### src/sv/hopfield_sync_recall_assert.svh
// ----------------------------------------------------------------------------
// Hopfield recall engine: assertion macros
// Concurrent assertion wrappers for the top-level RTL file of the recall engine.
// They expand to nothing when the code is built for synthesis.
// ----------------------------------------------------------------------------
`ifndef HOPFIELD_SYNC_RECALL_ASSERT_SVH
`define HOPFIELD_SYNC_RECALL_ASSERT_SVH

`ifndef SYNTHESIS

// The property must hold at every clock edge outside reset.
`define HSR_ASSERT(lbl, clk, rst_n, prop) \
  lbl: assert property (@(posedge clk) disable iff (!rst_n) (prop)) \
    else $error("hopfield_sync_recall: assertion failed");

// The condition must never be true at a clock edge outside reset.
`define HSR_ASSERT_NEVER(lbl, clk, rst_n, cond) \
  lbl: assert property (@(posedge clk) disable iff (!rst_n) !(cond)) \
    else $error("hopfield_sync_recall: forbidden condition seen");

`else

`define HSR_ASSERT(lbl, clk, rst_n, prop)
`define HSR_ASSERT_NEVER(lbl, clk, rst_n, cond)

`endif

`endif

### src/sv/hsr_state_mem.sv
// ----------------------------------------------------------------------------
// Hopfield recall engine: neuron state memory
// Two banks of neuron states, one current and one being built by a sweep.
// The bank is the top address bit. One write and one registered read port.
// ----------------------------------------------------------------------------
`timescale 1ns / 1ps

module hsr_state_mem #(
  parameter int unsigned ADDR_W = 7
) (
  input  logic              clk_i,
  input  logic              we_i,
  input  logic [ADDR_W-1:0] waddr_i,
  input  logic              wdata_i,
  input  logic [ADDR_W-1:0] raddr_i,
  output logic              rdata_o
);

  localparam int unsigned DEPTH = 1 << ADDR_W;

  logic mem_q [DEPTH];
  logic rdata_q;

  // Write and registered read.
  always_ff @(posedge clk_i) begin
    if (we_i) begin
      mem_q[waddr_i] <= wdata_i;
    end
    rdata_q <= mem_q[raddr_i];
  end

  assign rdata_o = rdata_q;

endmodule

### config.mk
export PLATFORM = sky130hd
export DESIGN_NAME = hsr_state_mem
export DESIGN_NICKNAME = d
export VERILOG_FILES = /design/src/sv/hopfield_sync_recall_assert.svh /design/src/sv/hsr_state_mem.sv
export SDC_FILE = /design/constraint.sdc
export NUM_CORES = 1
export LEC_CHECK = 0
export ABC_AREA = 1
export BUFFER_PORTS_ARGS = -buffer_cell sky130_fd_sc_hd__buf_2
export CAP_MARGIN = 20
export CORE_MARGIN = 2
export CORE_UTILIZATION = 50
export DETAILED_ROUTE_END_ITERATION = 10
export PLACE_DENSITY_LB_ADDON = 0.25
export SKIP_CTS_REPAIR_TIMING = 1
export SYNTH_ARGS = -nofsm -noshare
export SYNTH_HDL_FRONTEND = slang
export SYNTH_SLANG_ARGS = --single-unit
### constraint.sdc
create_clock -name clk_i -period 1.2 [get_ports clk_i]
set_input_delay 0.12 -clock clk_i [delete_from_list [all_inputs] [get_ports clk_i]]
set_output_delay 0.12 -clock clk_i [all_outputs]
set_load 0.01 [all_outputs]
==> results of run 1 <==
## worst reg2reg max path, stage by stage (launching register included)
cell,delay [ps]
edfxtp_1,370
nand2_1,70
nand3_1,70
nand3_1,100
nand3_2,110
nand2_2,100
nand2_1,60
nand3_1,70
nand2_1,50
nand2_1,50
nand2_1,50
## registers in the layout (all words and copies together), names as in the netlist
register	count
mem_q	128
rdata_o	1
## through the flow
| stage | setup slack [ps] | instances | instance area, µm² | power [mW] | setup TNS [ps] |
|---|---|---|---|---|---|
| after floorplan | 67.4 | 620 | 5930 | 5.48 | 0 |
| after global placement | -155 | 795 | 6520 | 5.83 | -7810 |
| after detailed placement | -172 | 795 | 6520 | 5.85 | -9800 |
| after CTS | -57.2 | 824 | 7050 | 10.5 | -57.2 |
| after global routing | -90.0 | 825 | 7160 | 10.8 | -90.0 |
| final | -9.71 | 825 | 7160 | 10.5 | -9.71 |
## final timing paths
check / cells past startpoint / start / endpoint / slack, ps
setup / recovery: 10 / mem_q[64]$_DFFE_PP_ / rdata_o$_DFF_P_ / -10
hold / removal: 5 / raddr_i[5] / rdata_o$_DFF_P_ / 100
setup reg to reg: 10 / mem_q[64]$_DFFE_PP_ / rdata_o$_DFF_P_ / -10
hold reg to reg: 10 / mem_q[120]$_DFFE_PP_ / rdata_o$_DFF_P_ / 900
## cell usage in the layout, fill, tap and decap left out, drive strengths merged
master	count
buf	65
dlygate4sd3	1
clkinv	6
nand2	173
nor2	132
nand3	118
edfxtp	128
nor3	10
bufinv	2
dfxtp	1
clkinvlp	1
clkbuf	20
inv	25
## layer usage
metal  global-route usage [%]  up-vias
met3                     5.57       22
met2                     41.1      159
met4                     8.70        0
met1                     31.0     2210
met5                        0        -
li1                         -     2180
## cell families (layout without fill, tap and decap cells)
logic type    after synthesis  in the layout  synth area share, %
simple gates              433            433                 30.1
flops                     129            129                 65.2
buf+inv                    58            120                 4.69
## report_power, final
| part | leakage, nW | switching [mW] | internal (mW) |
|---|---|---|---|
| clock | 0.258 | 1.74 | 2.98 |
| combinational | 1.21 | 0.533 | 0.285 |
| sequential | 1.16 | 0.00652 | 4.98 |
## final cells by class
class	count	area, µm²	share of cell area [%]
Clock buffer	20	437	6.10
Clock inverter	9	93.8	1.31
Inverter	25	93.8	1.31
Multi-Input combinational cell	433	1880	26.3
Sequential cell	129	3860	54.0
Tap cell	143	179	2.50
Timing Repair Buffer	66	606	8.46
==> results.json, run 1 <==
{
  "outcome": "complete, but fails checks",
  "violations": "DRC, setup timing",
  "drv_slew": 0,
  "irDropWorstVdd_v": 0.000731,
  "initial_core_util_pct": 51.5,
  "gp_congestion": 0.819,
  "area_growth_pct": 20.7,
  "cp-end-kind": "register",
  "avgSynthCellArea_um2": 9.56,
  "drc_errors": 1,
  "cap_violations": 0,
  "synth.top_cell.area_share_pct": 64.9,
  "max_stage_delay_ps": 370,
  "grt_max_degree": 129,
  "globalRouteOverflowTotal": 0,
  "p_leak_nw": 2.63,
  "syn_inst": 620,
  "grtUsageTotal_pct": 24.3,
  "drtIter0Drc": 540,
  "core.rowCount": 39,
  "grt_pass1_vias": 4549,
  "cts_buffers": 17,
  "drt_wl_total_mm": 14.7,
  "cts_root_buf": "clkbuf_16",
  "ios": 18,
  "yosys-top-cells-count": "nand2_1 (173), nor2_1 (132), edfxtp_1 (128)",
  "cts_sinks": 129,
  "cpLargestDelayFamily": "simple AND/OR/NAND/NOR gates",
  "synth-edff-count": 128,
  "vias": 4571,
  "antenna_left": 0,
  "whs_ps": 95.1,
  "die_w_um": 113,
  "rsz0062_at_grt": "yes",
  "fill_cells": 966,
  "crit_top_cell": "nand2_1",
  "setup-violations-final": 1,
  "crit_buf_inv": 0,
  "worst_pin_slew_ps": 480,
  "grt_pass1_wl_mm": 23.2,
  "wl_met2_mm": 7.33,
  "fin_ws_ps": -9.71,
  "async_reset_ff_share_pct": 0,
  "synth_most_common_cell": "nand2_1",
  "final_nets": 689,
  "wl_per_cell_um": 17.8,
  "cts_tree": "yes",
  "critical_path.max_fanout": 1,
  "powerDensity_nw_per_um2": 1470,
  "critPathLaunchType": "register",
  "path_class": "register to register",
  "wl_met3_um": 992,
  "period_share_pct": 101,
  "core_um2": 11500,
  "synthTopCellsByArea": "edfxtp_1 (65%), nand2_1 (11%), nand3_1 (10%), nor2_1 (8.4%), inv_1 (1.5%)",
  "critPathSlowestCell": "edfxtp_1",
  "hold_violations": 0,
  "vias_per_cell": 5.54,
  "arrival_ps": 1520,
  "wl_met1_mm": 6.05,
  "cp_cell_sequence": "nand2_1, nand3_1, nand3_1, nand3_2, nand2_2, nand2_1, nand3_1, nand2_1, nand2_1, nand2_1",
  "cp.required_ps": 1510,
  "top_layer": "met4",
  "syn-cell-area_um2": 5930,
  "firstDrtPassIters": 8,
  "synth_largest_area_cell": "edfxtp_1",
  "fin_skew_ps": 4.91,
  "ys.warnings.count": 0,
  "slew_headroom_pct": 68.0,
  "clk_latency_ps": 410,
  "cts_max_level": 4,
  "ys_ff_latch": 129,
  "io_buffer_count": 17,
  "dp_hpwl_mm": 8.99,
  "antenna_found_initial": 0,
  "clk_pin_slew_ps": 50,
  "period_minus_slack_ps": 1210,
  "synth-main-ff-cell": "edfxtp_1",
  "drive_above_1_share_pct": 16.3,
  "final_util_pct": 62.1,
  "ys_seq_area_share_pct": 65.2,
  "design.die.area_um2": 12700,
  "fmax_ghz": 0.827,
  "clock_path_buffers": 2,
  "synth_nets": 637,
  "holdCritPathClass": "input port to register",
  "synth_cell_types": 13,
  "n_antenna_cell": 0,
  "die_y_um": 113
}
No activity file was read; power rests on OpenSTA's default activity.
==> run 2: changes to the inputs <==
--- a/config.mk
+++ b/config.mk
@@ -5,7 +5,6 @@
 export SDC_FILE = /design/constraint.sdc
 export NUM_CORES = 1
 export LEC_CHECK = 0
-export ABC_AREA = 1
 export BUFFER_PORTS_ARGS = -buffer_cell sky130_fd_sc_hd__buf_2
 export CAP_MARGIN = 20
 export CORE_MARGIN = 2
==> results.json, run 2 <==
{
  "outcome": "complete, but fails checks",
  "violations": "setup timing",
  "switchingPower_mw": 2.20,
  "holdPathStages": 3,
  "fin_ws_ps": -706,
  "crit_start": "mem_q[0]$_DFFE_PP_",
  "power_mw": 10.9,
  "cts_sinks": 129,
  "pre_cts_ws_ps": -721,
  "p_int_mw": 8.71,
  "cp-end-kind": "register",
  "r2r_cells": 5,
  "clk_pin_slew_ps": 50,
  "drtIter0Drc": 294,
  "hold_end": "rdata_o$_DFF_P_",
  "drt_wl_total_mm": 12.3,
  "rsz0062_at_grt": "yes",
  "swShare_pct": 20.2,
  "gp_congestion": 0.799,
  "irDropWorstVdd_v": 0.000854,
  "die_w_um": 111,
  "cts_buffers": 17,
  "core_um2": 11300,
  "grt_pass1_wl_mm": 19.5,
  "yosys-top-cells-count": "nor2_1 (132), edfxtp_1 (128), mux4_2 (26)",
  "ios": 18,
  "critPathLaunchType": "register",
  "synth_cell_types": 30,
  "ys_ff_latch": 129,
  "synthTopCellsByArea": "edfxtp_1 (67%), mux4_2 (10%), nor2_1 (8.7%), mux4_1 (3.2%), mux2i_1 (1.6%)",
  "n_antenna_cell": 0,
  "async_reset_ff_share_pct": 0,
  "die_y_um": 111,
  "final_util_pct": 61.7,
  "synth-main-ff-cell": "edfxtp_1",
  "period_minus_slack_ps": 1910,
  "critical_path.max_fanout": 1,
  "synth-edff-count": 128,
  "dp_hpwl_mm": 7.85,
  "cts_max_level": 4,
  "ys.warnings.count": 0,
  "clk_latency_ps": 410,
  "vias": 3571,
  "ys_seq_area_share_pct": 67.6,
  "worst_pin_slew_ps": 465,
  "arrival_ps": 2190,
  "r2r_setup_slack_ps": -710,
  "synth_most_common_cell": "nor2_1",
  "initial_core_util_pct": 50.7,
  "seqPwrFrac_pct": 45.7,
  "cp.required_ps": 1490,
  "setup-violations-final": 1,
  "antenna_found_initial": 0,
  "fmax_ghz": 0.525,
  "holdCritPathClass": "input port to register",
  "reg2reg_from": "mem_q[0]$_DFFE_PP_",
  "regMostFlops": "mem_q",
  "cap_violations": 0,
  "drc_errors": 0,
  "syn-cell-area_um2": 5720,
  "grtUsageTotal_pct": 21.2,
  "avgSynthCellArea_um2": 14.5,
  "design.die.area_um2": 12300,
  "io_buffer_count": 17,
  "design_area_um2": 6960,
  "fill_cells": 853,
  "powerDensity_nw_per_um2": 1570,
  "wl_per_cell_um": 19.9,
  "place_area_um2": 6360,
  "vias_per_cell": 5.79,
  "p_leak_nw": 2.29,
  "fin_skew_ps": 3.48,
  "grt_max_degree": 129,
  "area_growth_pct": 21.6,
  "layout_common_cells": "nor2_1 (132), edfxtp_1 (128), buf_4 (45)",
  "firstDrtPassIters": 5,
  "path_class": "register to register",
  "period_share_pct": 159,
  "drive_above_1_share_pct": 27.2,
  "antenna_left": 0,
  "final_common_cell": "nor2_1",
  "hold_violations": 0,
  "synth_nets": 412,
  "drv_slew": 0,
  "globalRouteOverflowTotal": 0,
  "min_from": "raddr_i[6]",
  "largest_register_ffs": 128,
  "final_nets": 478,
  "cts_root_buf": "clkbuf_16",
  "place_inst": 585,
  "grt_pass1_vias": 3625,
  "synth_largest_area_cell": "edfxtp_1",
  "synth.top_cell.area_share_pct": 67.2,
  "clkPwrFrac_pct": 48.2,
  "final_cells": 617,
  "r2r-end": "rdata_o$_DFF_P_",
  "clock_path_buffers": 2,
  "p_comb_share_pct": 6.1,
  "cts_tree": "yes",
  "slew_headroom_pct": 68.2,
  "syn_inst": 395,
  "core.rowCount": 39
}
-- run 2: cell types whose count changed after synthesis, sizes merged, moves of 3 or more --
cell | previous run | this run
buf | 24 | 9
mux4 | 0 | 33
clkbuf | 9 | 13
nand4 | 0 | 7
nor3 | 10 | 4
nor2b | 0 | 10
mux2i | 0 | 9
nand2 | 173 | 15
nand3 | 118 | 13
nor4 | 0 | 3
nand2b | 0 | 3
inv | 25 | 1
-- run 2: logic make-up (layout without fill, tap and decap cells) --
logic type	Yosys count	in the layout	synth area share, %
AO/OA/AOI/OAI	5	5	0.657
AND/OR/NAND/NOR	196	196	14.9
multiplexers	42	42	15.0
buffers and inverters	23	102	1.84
flip-flops	129	129	67.6
-- run 2: worst max-delay path: stages, from the launching register on --
cell and delay [ps]:
edfxtp_1 380, mux4_2 480, mux4_2 470, and3b_1 170, a31oi_1 170, nand4_1 100
-- run 2: area by class of cell --
cell class | count | area (µm²) | area share (%)
repair buffers | 69 | 563 | 8.09
clock inverters | 13 | 168 | 2.41
clock buffers | 19 | 433 | 6.22
multi-input cells | 243 | 1750 | 25.1
inverters | 1 | 3.75 | 0.0540
flip-flops and latches | 129 | 3860 | 55.5
well taps | 143 | 179 | 2.57
-- run 2: layer usage --
metal	GRT usage (%)	share of wire [%]	up-vias
met4	8.33	2.2	0
met2	32.1	47	147
li1	-	-	1614
met5	0	0	-
met3	5.69	7.4	30
met1	29.9	43	1780
-- run 2: worst max-delay path by stage --
stage                                  to
after global routing      rdata_o$_DFF_P_
after detailed placement  rdata_o$_DFF_P_
final                     rdata_o$_DFF_P_
after CTS                 rdata_o$_DFF_P_
after global placement    rdata_o$_DFF_P_
after floorplan           rdata_o$_DFF_P_
-- run 2: power by group through the flow --
stage                     Sequential, mW  Clock (mW)  Combinational [mW]
after floorplan                     5.08           0               0.334
after global placement              5.08           0               0.656
after detailed placement            5.08           0               0.670
after CTS                           4.98        5.31               0.673
after global routing                4.98        5.51               0.723
final                               4.99        5.26               0.668
-- run 2: stage by stage --
stage	hold WS [ps]	TNS [ps]
after global routing	86.8	-778
after global placement	467	-3730
after floorplan	219	-525
after detailed placement	505	-4670
final	94.2	-706
after CTS	84.4	-713
==> run 3: changes to the inputs <==
--- a/config.mk
+++ b/config.mk
@@ -10,6 +10,7 @@
 export CORE_MARGIN = 2
 export CORE_UTILIZATION = 50
 export DETAILED_ROUTE_END_ITERATION = 10
+export GPL_TIMING_DRIVEN = 0
 export PLACE_DENSITY_LB_ADDON = 0.25
 export SKIP_CTS_REPAIR_TIMING = 1
 export SYNTH_ARGS = -nofsm -noshare
==> results.json, run 3 (synthesized netlist as in run 2, its figures left out) <==
{
  "globalRouteOverflowTotal": 0,
  "vias_per_cell": 5.85,
  "fin_skew_ps": 6.55,
  "wl_per_cell_um": 21.4,
  "setup-violations-final": 1,
  "largest_register_ffs": 128,
  "final_nets": 447,
  "irDropWorstVdd_v": 0.000835,
  "drc_errors": 0,
  "power_mw": 11.6,
  "cap_violations": 0,
  "worst_pin_slew_ps": 644,
  "drv_slew": 0,
  "cp-end-kind": "register",
  "crit_top_cell": "mux4_2",
  "grtUsageTotal_pct": 21.7,
  "n_antenna_cell": 0,
  "p_leak_nw": 2.14,
  "powerDensity_nw_per_um2": 1720,
  "critPathLaunchType": "register",
  "critical_path.max_fanout": 1,
  "crit_start": "mem_q[23]$_DFFE_PP_",
  "drt_wl_total_mm": 12.5,
  "period_share_pct": 163,
  "holdCritPathClass": "input port to register",
  "clock_path_buffers": 2,
  "regMostFlops": "mem_q",
  "dp_hpwl_mm": 7.70,
  "place_inst": 553,
  "clk_latency_ps": 420,
  "outcome": "complete, but fails checks",
  "min_from": "raddr_i[5]",
  "slew_headroom_pct": 57.1,
  "die_w_um": 111,
  "clk_pin_slew_ps": 50,
  "grt_max_degree": 93,
  "period_minus_slack_ps": 1950,
  "cts_root_buf": "clkbuf_16",
  "layout_common_cells": "nor2_1 (131), edfxtp_1 (128), mux4_2 (29)",
  "final_util_pct": 59.8,
  "initial_core_util_pct": 50.7,
  "antenna_left": 0,
  "antenna_found_initial": 0,
  "core.rowCount": 39,
  "firstDrtPassIters": 5,
  "drtIter0Drc": 325,
  "area_growth_pct": 17.9,
  "core_um2": 11300,
  "fin_setup_tns_ps": -753,
  "final_common_cell": "nor2_1",
  "place_area_um2": 6010,
  "drive_above_1_share_pct": 23.0,
  "design_area_um2": 6740,
  "cts_max_level": 4,
  "grt_pass1_wl_mm": 19.6,
  "rsz0062_at_grt": "yes",
  "final_cells": 586,
  "cts_tree": "yes",
  "max_stage_delay_ps": 530,
  "path_class": "register to register",
  "hold_violations": 0,
  "grt_pass1_vias": 3491,
  "reg2reg_from": "mem_q[23]$_DFFE_PP_",
  "design.die.area_um2": 12300,
  "cts_sinks": 129,
  "cts_buffers": 17,
  "cp.required_ps": 1480,
  "violations": "setup timing",
  "fmax_ghz": 0.512,
  "io_buffer_count": 14,
  "vias": 3431,
  "critPathSlowestCell": "mux4_2",
  "cp_cell_sequence": "mux4_2, mux4_2, and3b_1, a31oi_2, nand4_1",
  "fin_ws_ps": -753,
  "gp_congestion": 0.830,
  "arrival_ps": 2230,
  "ios": 18,
  "die_y_um": 111,
  "fill_cells": 846
}
## run 3: final timing paths
kind / slack [ps] / cells past startpoint / to
max: -750 / 5 / rdata_o$_DFF_P_
min: 60 / 3 / rdata_o$_DFF_P_
max reg2reg: -750 / 5 / rdata_o$_DFF_P_
min reg2reg: 900 / 5 / rdata_o$_DFF_P_
## run 3: critical path: cells and delay by family, from the launching register on
family,cells,cell delay (ps)
muxes,2,1000
DFF,1,360
and+or+nand+nor,2,310
AOI/OAI and AO/OA,1,150
## run 3: routing by layer
metal / GRT usage, % / vias to the layer above / share of wire, % / wire length, µm
li1: - / 1557 / - / -
met2: 34.3 / 115 / 50 / 6200
met5: 0 / - / 0 / 0
met4: 5.42 / 0 / 1.1 / 138
met1: 30.2 / 1747 / 43 / 5350
met3: 6.07 / 12 / 6.6 / 826
## run 3: final cells by class
cell class              count  area, µm²  area share, %
plain buffers              22        129           1.91
clock buffers              19        433           6.42
clock inverters            13        256           3.81
inverters                   1       3.75         0.0557
multi-input cells         243       1770           26.2
flip-flops and latches    129       3860           57.3
well taps                 143        179           2.65
repair buffers             16        108           1.60
## run 3: power by group
group          internal, mW  total [mW]  leakage, nW  switching (mW)
clock network          4.12        6.02        0.330            1.91
registers              4.98        4.98         1.16         0.00483
logic                 0.218       0.594        0.649           0.376
## run 3: metrics by stage
stage          setup slack [ps]  hold WS (ps)
2_1_floorplan              -525           219
3_3_place_gp               -990           460
3_5_place_dp               -975           467
4_1_cts                    -765          46.5
5_1_grt                    -855          91.0
6_report                   -753          60.3
