<file path="src/sv/hopfield_sync_recall_assert.svh">
// ----------------------------------------------------------------------------
// Hopfield recall engine: assertion macros
// Concurrent assertion wrappers for the top-level RTL file of the recall engine.
// They expand to nothing when the code is built for synthesis.
// ----------------------------------------------------------------------------
`ifndef HOPFIELD_SYNC_RECALL_ASSERT_SVH
`define HOPFIELD_SYNC_RECALL_ASSERT_SVH

`ifndef SYNTHESIS

// The property must hold at every clock edge outside reset.
`define HSR_ASSERT(lbl, clk, rst_n, prop) \
  lbl: assert property (@(posedge clk) disable iff (!rst_n) (prop)) \
    else $error("hopfield_sync_recall: assertion failed");

// The condition must never be true at a clock edge outside reset.
`define HSR_ASSERT_NEVER(lbl, clk, rst_n, cond) \
  lbl: assert property (@(posedge clk) disable iff (!rst_n) !(cond)) \
    else $error("hopfield_sync_recall: forbidden condition seen");

`else

`define HSR_ASSERT(lbl, clk, rst_n, prop)
`define HSR_ASSERT_NEVER(lbl, clk, rst_n, cond)

`endif

`endif

</file>
<file path="src/sv/hsr_pkg.sv">
// ----------------------------------------------------------------------------
// Hopfield recall engine: package
// Command codes, result field constants and the control bundle that drives
// the shared accumulator.
// ----------------------------------------------------------------------------
`timescale 1ns / 1ps

package hsr_pkg;

  // Command codes carried by the cmd field of an input transaction.
  localparam logic [1:0] CMD_WR_WEIGHT = 2'd0;
  localparam logic [1:0] CMD_WR_STATE  = 2'd1;
  localparam logic [1:0] CMD_RUN       = 2'd2;
  localparam logic [1:0] CMD_READ      = 2'd3;

  // Width and ceiling of the reported change count.
  localparam int unsigned CHG_OUT_W = 7;
  localparam logic [CHG_OUT_W-1:0] CHG_OUT_MAX = 7'd127;

  // Control for one step of the accumulator.
  typedef struct packed {
    logic en;     // a weight and a state bit are present this cycle
    logic first;  // first column of a row: restart the sum
  } acc_ctl_t;

endpackage

</file>
<file path="src/sv/hsr_accum.sv">
// ----------------------------------------------------------------------------
// Hopfield recall engine: shared accumulator
// Adds or subtracts one weight per cycle while enabled, depending on the
// neuron state, and reports the sign decision of the running sum.
// ----------------------------------------------------------------------------
`timescale 1ns / 1ps

module hsr_accum #(
  parameter int unsigned WEIGHT_BITS = 16,
  parameter int unsigned ACC_W       = 23
) (
  input  logic                          clk_i,
  input  hsr_pkg::acc_ctl_t             ctl_i,
  input  logic signed [WEIGHT_BITS-1:0] weight_i,
  input  logic                          state_i,
  output logic                          new_bit_o
);

  logic signed [ACC_W-1:0] acc_q;
  logic signed [ACC_W-1:0] acc_d;
  logic signed [ACC_W-1:0] term;
  logic signed [ACC_W-1:0] base;

  // A +1 state adds the weight, a -1 state subtracts it.
  always_comb begin
    term  = ACC_W'(weight_i);
    base  = ctl_i.first ? '0 : acc_q;
    acc_d = state_i ? (base + term) : (base - term);
  end

  always_ff @(posedge clk_i) begin
    if (ctl_i.en) begin
      acc_q <= acc_d;
    end
  end

  // A sum of zero or more gives the +1 state.
  assign new_bit_o = ~acc_d[ACC_W-1];

endmodule

</file>
<file path="config.mk">
export PLATFORM = sky130hd
export DESIGN_NAME = hsr_accum
export DESIGN_NICKNAME = d
export VERILOG_FILES = /design/src/sv/hopfield_sync_recall_assert.svh /design/src/sv/hsr_pkg.sv /design/src/sv/hsr_accum.sv
export SDC_FILE = /design/constraint.sdc
export NUM_CORES = 1
export LEC_CHECK = 0
export BUFFER_PORTS_ARGS = -buffer_cell sky130_fd_sc_hd__buf_2
export CELL_PAD_IN_SITES_DETAIL_PLACEMENT = 0
export CELL_PAD_IN_SITES_GLOBAL_PLACEMENT = 2
export CORE_MARGIN = 2
export CORE_UTILIZATION = 37
export CTS_CLUSTER_SIZE = 12
export DETAILED_ROUTE_END_ITERATION = 12
export GPL_TIMING_DRIVEN = 1
export PLACE_DENSITY_LB_ADDON = 0.1
export REMOVE_ABC_BUFFERS = 1
export SLEW_MARGIN = 20
export SYNTH_ARGS = -nofsm -noshare
export SYNTH_HDL_FRONTEND = slang
export SYNTH_SLANG_ARGS = --single-unit
</file>
<file path="constraint.sdc">
create_clock -name clk_i -period 5.8 [get_ports clk_i]
set_clock_uncertainty 0.2 [all_clocks]
set_input_delay 0.87 -clock clk_i [delete_from_list [all_inputs] [get_ports clk_i]]
set_output_delay 0.87 -clock clk_i [all_outputs]
set_load 0.005 [all_outputs]
</file>
==> metrics.yaml, run 1 <==
finish:
  mostFrequentLayoutCell: "a21oi_1"
  area_growth_pct: 8.26
  top_register: "acc_q"
  antenna_cells: 0
  design_area_um2: 2670
  reg_top3: "acc_q (23)"
  final_cell_mix: "a21oi_1, ha_1, nor2b_1, edfxtp_1, nor2_1"
  fin_cells: 377
  drive_above_1_share: 0.117
  largest_reg_flops: 23
  final_nets: 346
yosys:
  synth_seq_area_share: 0.280
  synth_area_um2: 2470
  synthFlopType: "edfxtp_1"
  synth_edf_count: 23
  ys_ff_latch: 23
  async_flop_share: 0
  synth_cells: 286
  synth_cell_types: 44
  yosys_warnings: 0
  syn_area_per_cell_um2: 8.64
power_and_ir_drop:
  p_per_area_nw_per_um2: 282
  p_leak_nw: 1.10
  p_total_uw: 754
  vdd_drop_max_mv: 0.136
placed_design:
  postPlaceCellArea_um2: 2630
  gp_routability_congestion: 0.847
  dpl.hpwl_um: 4890
  placed_cells: 373
  io_buffers: 20
setup_path:
  crit_family: "compound AO/OA/AOI/OAI gates"
  required_ps: 4730
  crit_buf_inv: 2
  startpoint_type: "input port"
  crit_fanout: 7
  slowest_delay_ps: 480
  critPathCaptureType: "output port"
  cp_cell_sequence: "buf_2, nor4_2, nand2b_1, or4_4, nor3_4, a21oi_1, xor2_1, ha_1, a21oi_1, o21a_1, o211ai_1, o21ai_1, o311ai_1, xnor2_1, buf_2"
  cp.arrival_ps: 4140
  slowest_stage: "or4_4"
  critPathKind: "in -> out"
die:
  boundaryPins: 21
  fp-row-count: 29
  fp.dieH_um: 85.7
  start_util: 0.387
  dieArea_um2: 7340
  die_w_um: 85.7
  core_area_um2: 6390
detailed_routing:
  vias: 2056
  routedWlPerCell_um: 16.3
  firstDrtPassIters: 4
  drt-total-wl_um: 6160
  ant_nets: 0
  drc: 0
  via_per_inst: 5.45
  first_iter_violations: 123
global_route:
  grt_overflow: 0
  track_usage: 0.181
  antenna_found_initial: 0
  grt_pass1_vias: 2017
  grt_max_degree: 24
  grt_pass1_wl_um: 10300
clocking:
  post_cts_resize_count: 0
  clk_path_buf_depth: 2
  cts_made_buffers: 3
  path_clk_slew_ps: 90
  cts_tree: "yes"
  postCtsSetupRepairBufs: 0
  clock-sinks: 23
  cts_hold_buf: 0
  htreeDepth: 1
  cts-root-buf: "clkbuf_8"
  clk_latency_ps: 280
sta:
  maxSlewHeadroom: 0.580
  maxSlewViolCount: 0
  fin_setup_tns_ps: 0
  worstMarginPinSlew_ps: 625
  setup_viol_count_final: 0
  timing.fmax_ghz: 0.192
  rsz0062_at_grt: "false"
  fin_crit_sh: 0.899
  finalCriticalPeriod_ps: 5210
  hold_violations: 0
  whs_ps: 480
min_path:
  hold_class: "reg -> reg"
outcome:
  status: "finished, final reports clean"
run:
  drv_cap: 0
-- final cells by class --
type                       count  area, um^2
timing repair buffer          20         100
multi-input combinational    240        1690
tap                           77        96.3
sequential                    23         691
inverter                      13        48.8
clock buffer                   4        45.0
fill                         674        3710
-- Yosys cell counts, drive strengths merged, types with 2 or more instances --
master / count / area (um^2)
a21o: 5 / 37.5
a21oi: 29 / 145
a2bb2oi: 2 / 17.5
a31oi: 6 / 37.5
and3: 2 / 12.5
clkbuf: 10 / 37.5
edfxtp: 23 / 691
ha: 24 / 300
inv: 13 / 48.8
mux2: 4 / 45.0
nand2: 19 / 71.3
nand2b: 2 / 12.5
nand3: 5 / 25.0
nand4: 4 / 25.0
nor2: 21 / 78.8
nor2b: 23 / 144
nor3: 7 / 46.3
nor4: 3 / 25.0
o211ai: 5 / 37.5
o21a: 5 / 37.5
o21ai: 15 / 75.1
o21bai: 5 / 37.5
o311ai: 2 / 17.5
o31ai: 3 / 22.5
xnor2: 16 / 148
xor2: 20 / 175
-- worst reg2reg max path, delay by kind of cell (launching register included) --
kind	cells	cell delay [ps]
adders and majority gates	1	390
and+or+nand+nor	2	230
DFF	1	360
xor gates and xnor gates	1	170
AOI/OAI and AO/OA	4	1390
-- metrics by stage --
step / setup slack [ps] / util
2_1_floorplan: 1140 / -
3_3_place_gp: 612 / 0.412
3_5_place_dp: 520 / 0.412
4_1_cts: 520 / 0.419
5_1_grt: 181 / 0.419
6_report: 586 / 0.419
-- final timing paths --
kind | from | endpoint | slack [ps] | cells past startpoint
setup reg to reg | acc_q[4] | acc_q[21] | 2830 | 8
hold / removal | acc_q[0] | acc_q[0] | 480 | 2
hold reg to reg | acc_q[0] | acc_q[0] | 480 | 2
setup / recovery | weight_i[4] | new_bit_o | 590 | 15
-- layer usage --
| metal | routed length, um | global-route usage |
|---|---|---|
| met5 | 0 | 0 |
| met4 | 53 | 0.0390 |
| met3 | 198 | 0.0202 |
| met1 | 3150 | 0.267 |
| met2 | 2760 | 0.287 |
-- power by group --
part	switching, mW	leakage [nW]	total (mW)	internal (mW)
clock	0.0589	0.0228	0.108	0.0493
combinational	0.221	0.848	0.389	0.168
sequential	0.00742	0.226	0.257	0.249
total	0.287	1.10	0.754	0.467
-- cells by family (layout without fill, tap and decap cells) --
logic type / count (synthesis) / count (layout) / synth area share
mux: 5 / 5 / 0.0223
buf+inv: 23 / 37 / 0.0350
flops: 23 / 23 / 0.280
simple gates: 92 / 92 / 0.198
xor+xnor: 36 / 36 / 0.131
fa+ha+maj: 25 / 25 / 0.130
compound gates: 82 / 82 / 0.205
Power figures use the tool's default switching activity.
==> run 2: changes to the inputs <==
--- a/config.mk
+++ b/config.mk
@@ -9,7 +9,7 @@
 export CELL_PAD_IN_SITES_DETAIL_PLACEMENT = 0
 export CELL_PAD_IN_SITES_GLOBAL_PLACEMENT = 2
 export CORE_MARGIN = 2
-export CORE_UTILIZATION = 37
+export CORE_UTILIZATION = 35
 export CTS_CLUSTER_SIZE = 12
 export DETAILED_ROUTE_END_ITERATION = 12
 export GPL_TIMING_DRIVEN = 1
==> constraint.sdc (replaced) <==
create_clock -name clk_i -period 6.55 [get_ports clk_i]
set_clock_uncertainty 0.2 [all_clocks]
set_input_delay 0.9825 -clock clk_i [delete_from_list [all_inputs] [get_ports clk_i]]
set_output_delay 0.9825 -clock clk_i [all_outputs]
set_load 0.005 [all_outputs]
==> run 2 against run 1 <==
  * Clock-buffer cell count down 1
  * Global-route usage decreased by 0.63 points
  * Setup slack improved by 500 ps
  * Highest routed layer unchanged
==> metrics.yaml, run 2 (synthesized netlist as in run 1, its figures left out) <==
finish:
  final_cell_mix: "a21oi_1, ha_1, nor2b_1, edfxtp_1, nor2_1"  # unchanged
  area_growth_pct: 9.27  # was 8.26%
  mostFrequentLayoutCell: "a21oi_1"  # unchanged
  top_register: "acc_q"  # unchanged
  drive_above_1_share: 0.120  # was 0.117
  final_nets: 346  # unchanged
  reg_top3: "acc_q (23)"  # unchanged
  fin_cells: 396  # was 377
  post-route-util: 0.397  # was 0.419
  antenna_cells: 0  # unchanged
  largest_reg_flops: 23  # unchanged
  fillers: 698  # was 674
sta:
  worstMarginPinSlew_ps: 654  # was 625 ps
  finalCriticalPeriod_ps: 5470
  maxSlewHeadroom: 0.560  # was 0.580
  timing.fmax_ghz: 0.183
  fin_crit_sh: 0.835
  rsz0062_at_grt: "false"  # unchanged
  hold_violations: 0  # unchanged
  fin_setup_tns_ps: 0  # unchanged
  maxSlewViolCount: 0  # unchanged
  setup_viol_count_final: 0  # unchanged
setup_path:
  r2r_slack_ps: 3520  # was 2830 ps
  cp_cell_sequence: "buf_2, nor4_2, nand2b_1, or4_4, nor3_4, a21oi_1, xor2_1, ha_1, a21oi_1, o21a_1, o211ai_1, o21ai_1, o311ai_1, xnor2_1, buf_2"  # unchanged
  slowest_delay_ps: 470  # was 480 ps
  slowest_stage: "or4_4"  # unchanged
  crit_buf_inv: 2  # unchanged
  startpoint_type: "input port"  # unchanged
  required_ps: 5370  # was 4730 ps
  crit_family: "compound AO/OA/AOI/OAI gates"  # unchanged
  critPathCaptureType: "output port"  # unchanged
  critPathKind: "in -> out"  # unchanged
  crit_fanout: 7  # unchanged
  cp.arrival_ps: 4290  # was 4140 ps
global_route:
  grt_pass1_vias: 2014  # was 2,017
  grt_max_degree: 24  # unchanged
  antenna_found_initial: 0  # unchanged
  track_usage: 0.175  # was 0.181
  grt_overflow: 0  # unchanged
  grt_pass1_wl_um: 10400  # was 10,300 um
die:
  core_area_um2: 6790  # was 6390 um^2
  dieArea_um2: 7740  # was 7340 um^2
  boundaryPins: 21  # unchanged
  start_util: 0.364  # was 0.387
  fp.dieH_um: 88.0  # was 85.7 um
  fp-row-count: 30  # was 29
  die_w_um: 88.0  # was 85.7 um
outcome:
  status: "finished, final reports clean"  # unchanged
clocking:
  postCtsSetupRepairBufs: 0  # unchanged
  htreeDepth: 1  # unchanged
  cts_hold_buf: 0  # unchanged
  cts-root-buf: "clkbuf_8"  # unchanged
  cts_tree: "yes"  # unchanged
  clk_path_buf_depth: 2  # unchanged
  clk_latency_ps: 280  # about the same
  post_cts_resize_count: 0  # unchanged
  cts_made_buffers: 3  # unchanged
  clock-sinks: 23  # unchanged
  path_clk_slew_ps: 90  # about the same
detailed_routing:
  via_per_inst: 5.12  # was 5.45
  vias: 2029  # was 2,056
  ant_nets: 0  # unchanged
  firstDrtPassIters: 4  # unchanged
  drt-total-wl_um: 6350  # was 6160 um
  routedWlPerCell_um: 16.0  # was 16.3 um
  drc: 0  # unchanged
  first_iter_violations: 114  # was 123
run:
  drv_cap: 0  # unchanged
min_path:
  hold_class: "reg -> reg"  # unchanged
power_and_ir_drop:
  p_leak_nw: 1.10  # about the same
  p_per_area_nw_per_um2: 250  # was 282 nW/um^2
  vdd_drop_max_mv: 0.0812  # was 0.136 mV
placed_design:
  io_buffers: 20  # unchanged
  dpl.hpwl_um: 4870  # was 4890 um
  placed_cells: 392  # was 373
  gp_routability_congestion: 0.845  # was 0.847
run 2: through the flow:
step | setup slack [ps] | total power, mW | cell area, um^2 | hold slack (ps)
CTS | 1080 | 0.679 | 2700 | 490
detailed placement | 1080 | 0.578 | 2650 | 461
finish | 1080 | 0.675 | 2700 | 479
global route | 777 | 0.733 | 2700 | 509
global placement | 1140 | 0.581 | 2650 | 459
floorplan | 1660 | 0.494 | 2430 | 428
run 2: cell type report:
| cell class | count | area, um^2 | share of cell area |
|---|---|---|---|
| well taps | 96 | 120 | 0.0445 |
| clock buffers | 3 | 41.3 | 0.0153 |
| clock inverters | 1 | 5.00 | 0.00185 |
| repair buffers | 20 | 100 | 0.0371 |
| multi-input cells | 240 | 1690 | 0.627 |
| inverters | 13 | 48.8 | 0.0181 |
| flip-flops and latches | 23 | 691 | 0.256 |
run 2: final timing paths:
path	from	end	cells past startpoint
max	weight_i[4]	new_bit_o	15
min	acc_q[0]	acc_q[0]	2
max reg2reg	acc_q[0]	acc_q[22]	10
min reg2reg	acc_q[0]	acc_q[0]	2
run 2: power by group:
group | switching (mW) | total [mW] | leakage [nW] | internal, mW
combinational | 0.200 | 0.349 | 0.848 | 0.149
sequential | 0.00626 | 0.227 | 0.226 | 0.221
clock | 0.0565 | 0.0993 | 0.0255 | 0.0428
run 2: worst register-to-register path, delay by kind of cell (launching register included):
kind	cells	cell delay (ps)
buf+inv	1	70
compound gates	4	1130
fa+ha+maj	2	620
simple gates	2	300
xor+xnor	1	130
flops	1	330
run 2: metal layers:
layer | part of all wire | routed length, um | vias up | GRT usage
li1 | - | - | 1063 | -
met1 | 0.53 | 3380 | 928 | 0.264
met2 | 0.43 | 2710 | 32 | 0.268
met3 | 0.029 | 186 | 6 | 0.0217
met4 | 0.010 | 66 | 0 | 0.0350
met5 | 0 | 0 | - | 0
==> run 3: changes to the inputs <==
--- a/config.mk
+++ b/config.mk
@@ -9,7 +9,7 @@
 export CELL_PAD_IN_SITES_DETAIL_PLACEMENT = 0
 export CELL_PAD_IN_SITES_GLOBAL_PLACEMENT = 2
 export CORE_MARGIN = 2
-export CORE_UTILIZATION = 35
+export CORE_UTILIZATION = 34
 export CTS_CLUSTER_SIZE = 12
 export DETAILED_ROUTE_END_ITERATION = 12
 export GPL_TIMING_DRIVEN = 1
==> constraint.sdc (replaced) <==
create_clock -name clk_i -period 4.7 [get_ports clk_i]
set_clock_uncertainty 0.2 [all_clocks]
set_input_delay 0.705 -clock clk_i [delete_from_list [all_inputs] [get_ports clk_i]]
set_output_delay 0.705 -clock clk_i [all_outputs]
set_load 0.005 [all_outputs]
==> run 3 against run 2 <==
  * Sequential power grew 40%
  * Routed wire length grew 4.7%
  * Setup slack lost 1000 ps
  * Clock power grew 40%
  * Core utilization grew 1.2 points
  * Via count grew 4.5%
  * Sequential share of layout area shrank 1.9 points
  * Register-to-register slack lost 1800 ps
  * Die area grew 2.8%
  * Cell area grew 8.2%
  * Non-clock buffer count grew 20
  * Total power grew 49%
  * Critical endpoint unchanged
==> metrics.yaml, run 3 (synthesized netlist as in run 1, its figures left out) <==
clocking:
  clk_latency_ps: 280  # about the same
  cts-root-buf: "clkbuf_8"  # unchanged
  cts_made_buffers: 3  # unchanged
  clock-sinks: 23  # unchanged
  path_clk_slew_ps: 90  # about the same
  cts_tree: "yes"  # unchanged
  htreeDepth: 1  # unchanged
  clk_path_buf_depth: 2  # unchanged
finish:
  reg_top3: "acc_q (23)"  # unchanged
  design_area_um2: 2920  # was 2700 um^2
  top_register: "acc_q"  # unchanged
  largest_reg_flops: 23  # unchanged
  final_cell_mix: "a21oi_1, nor2b_1, ha_1, edfxtp_1, nor2_1"  # was a21oi_1, ha_1, nor2b_1, edfxtp_1, nor2_1
  fillers: 767  # was 698
  post-route-util: 0.409  # was 0.397
  antenna_cells: 0  # unchanged
  fin_cells: 419  # was 396
  drive_above_1_share: 0.194  # was 0.120
  area_growth_pct: 18.2  # was 9.27%
  final_nets: 366  # was 346
  mostFrequentLayoutCell: "a21oi_1"  # unchanged
min_path:
  hold_class: "reg -> reg"  # unchanged
placed_design:
  gp_routability_congestion: 0.868  # was 0.845
  dpl.hpwl_um: 5200  # was 4870 um
  postPlaceCellArea_um2: 2780  # was 2650 um^2
  dp_worst_setup_slack_ps: -49.9  # was 1080 ps
  io_buffers: 20  # unchanged
  placed_cells: 411  # was 392
detailed_routing:
  via_per_inst: 5.06  # was 5.12
  first_iter_violations: 117  # was 114
  drt-total-wl_um: 6650  # was 6350 um
  vias: 2120  # was 2,029
  ant_nets: 0  # unchanged
  firstDrtPassIters: 4  # unchanged
  drc: 0  # unchanged
  routedWlPerCell_um: 15.9  # was 16.0 um
sta:
  maxSlewHeadroom: 0.591  # was 0.560
  fin_crit_sh: 0.987
  timing.fmax_ghz: 0.216
  hold_violations: 0  # unchanged
  finalCriticalPeriod_ps: 4640
  whs_ps: 481  # was 479 ps
  maxSlewViolCount: 0  # unchanged
  worst_slack_ps: 61.4  # was 1080 ps
  rsz0062_at_grt: "true"  # was false
  setup_viol_count_final: 0  # unchanged
  worstMarginPinSlew_ps: 608  # was 654 ps
  fin_setup_tns_ps: 0  # unchanged
setup_path:
  critPathCaptureType: "output port"  # unchanged
  critPathKind: "in -> out"  # unchanged
  crit_fanout: 5  # was 7
  cp.arrival_ps: 3730  # was 4290 ps
  startpoint_type: "input port"  # unchanged
  required_ps: 3800  # was 5370 ps
power_and_ir_drop:
  p_total_mw: 1.01  # was 675 uW
  power.internal_uw: 618  # was 412 uW
  switchingPower_uw: 387  # was 263 uW
  p_per_area_nw_per_um2: 344  # was 250 nW/um^2
  netSwitchingFraction: 0.385  # was 0.389
  p_comb_frac: 0.547  # was 0.517
  p_clk_frac: 0.138  # was 0.147
  vdd_drop_max_mv: 0.151  # was 0.0812 mV
  seq_power_share: 0.315  # was 0.336
  p_leak_nw: 1.23  # was 1.10 nW
outcome:
  status: "finished, final reports clean"  # unchanged
die:
  die_w_um: 89.2  # was 88.0 um
  core_area_um2: 7140  # was 6790 um^2
  dieArea_um2: 7960  # was 7740 um^2
  boundaryPins: 21  # unchanged
  fp.dieH_um: 89.2  # was 88.0 um
  fp-row-count: 31  # was 30
  start_util: 0.346  # was 0.364
global_route:
  grt_overflow: 0  # unchanged
  track_usage: 0.180  # was 0.175
  grt_pass1_wl_um: 10800  # was 10,400 um
  antenna_found_initial: 0  # unchanged
  grt_pass1_vias: 2058  # was 2,014
  grt_max_degree: 24  # unchanged
run:
  drv_cap: 0  # unchanged
[run 3: critical path, stage by stage]
cell and delay, ps:
buf_2 150, nor4_4 300, nand2b_1 110, or4_4 450, nor3_4 300, a31oi_4 150, mux2_2 320, ha_4 260
a21o_1 180, o31ai_1 220, a21o_1 200, o311ai_4 120, xnor2_1 140, buf_2 130
[run 3: metal layers]
metal	global-route usage	vias to the layer above	wire (um)
met5	0	-	0
met2	0.272	26	2760
met4	0.0366	0	48
li1	-	1104	-
met1	0.276	986	3670
met3	0.0194	4	172
[run 3: repair_timing]
| action | 4_1_cts | 5_1_grt |
|---|---|---|
| hold endpoints to repair | 0 | 0 |
| endpoints found under the setup margin | 1 | 1 |
| pin swaps | 0 | 7 |
| hold buffers | 0 | 0 |
| cloned | 0 | 0 |
| gates resized for setup | 3 | 7 |
| setup buffers | 0 | 4 |
[run 3: power groups by stage]
| stage | logic (mW) | registers, mW | clock network [mW] |
|---|---|---|---|
| after global routing | 0.620 | 0.323 | 0.147 |
| after CTS | 0.531 | 0.317 | 0.140 |
| after floorplan | 0.369 | 0.319 | 0 |
| final | 0.550 | 0.317 | 0.139 |
| after global placement | 0.527 | 0.321 | 0 |
| after detailed placement | 0.524 | 0.322 | 0 |
[run 3: cell type report]
type / instances / area (um^2) / area share
clock buffer: 4 / 45.0 / 0.0154
inverter: 13 / 48.8 / 0.0167
multi-input combinational: 240 / 1760 / 0.603
sequential: 23 / 691 / 0.237
tap: 99 / 124 / 0.0424
timing repair buffer: 40 / 250 / 0.0857
[run 3: final timing paths]
check                    to         from  slack (ps)  cells past startpoint
hold / removal     acc_q[0]     acc_q[0]         480                      2
hold reg to reg    acc_q[0]     acc_q[0]         480                      2
setup reg to reg  acc_q[21]     acc_q[3]        1690                      8
setup / recovery  new_bit_o  weight_i[2]          60                     14
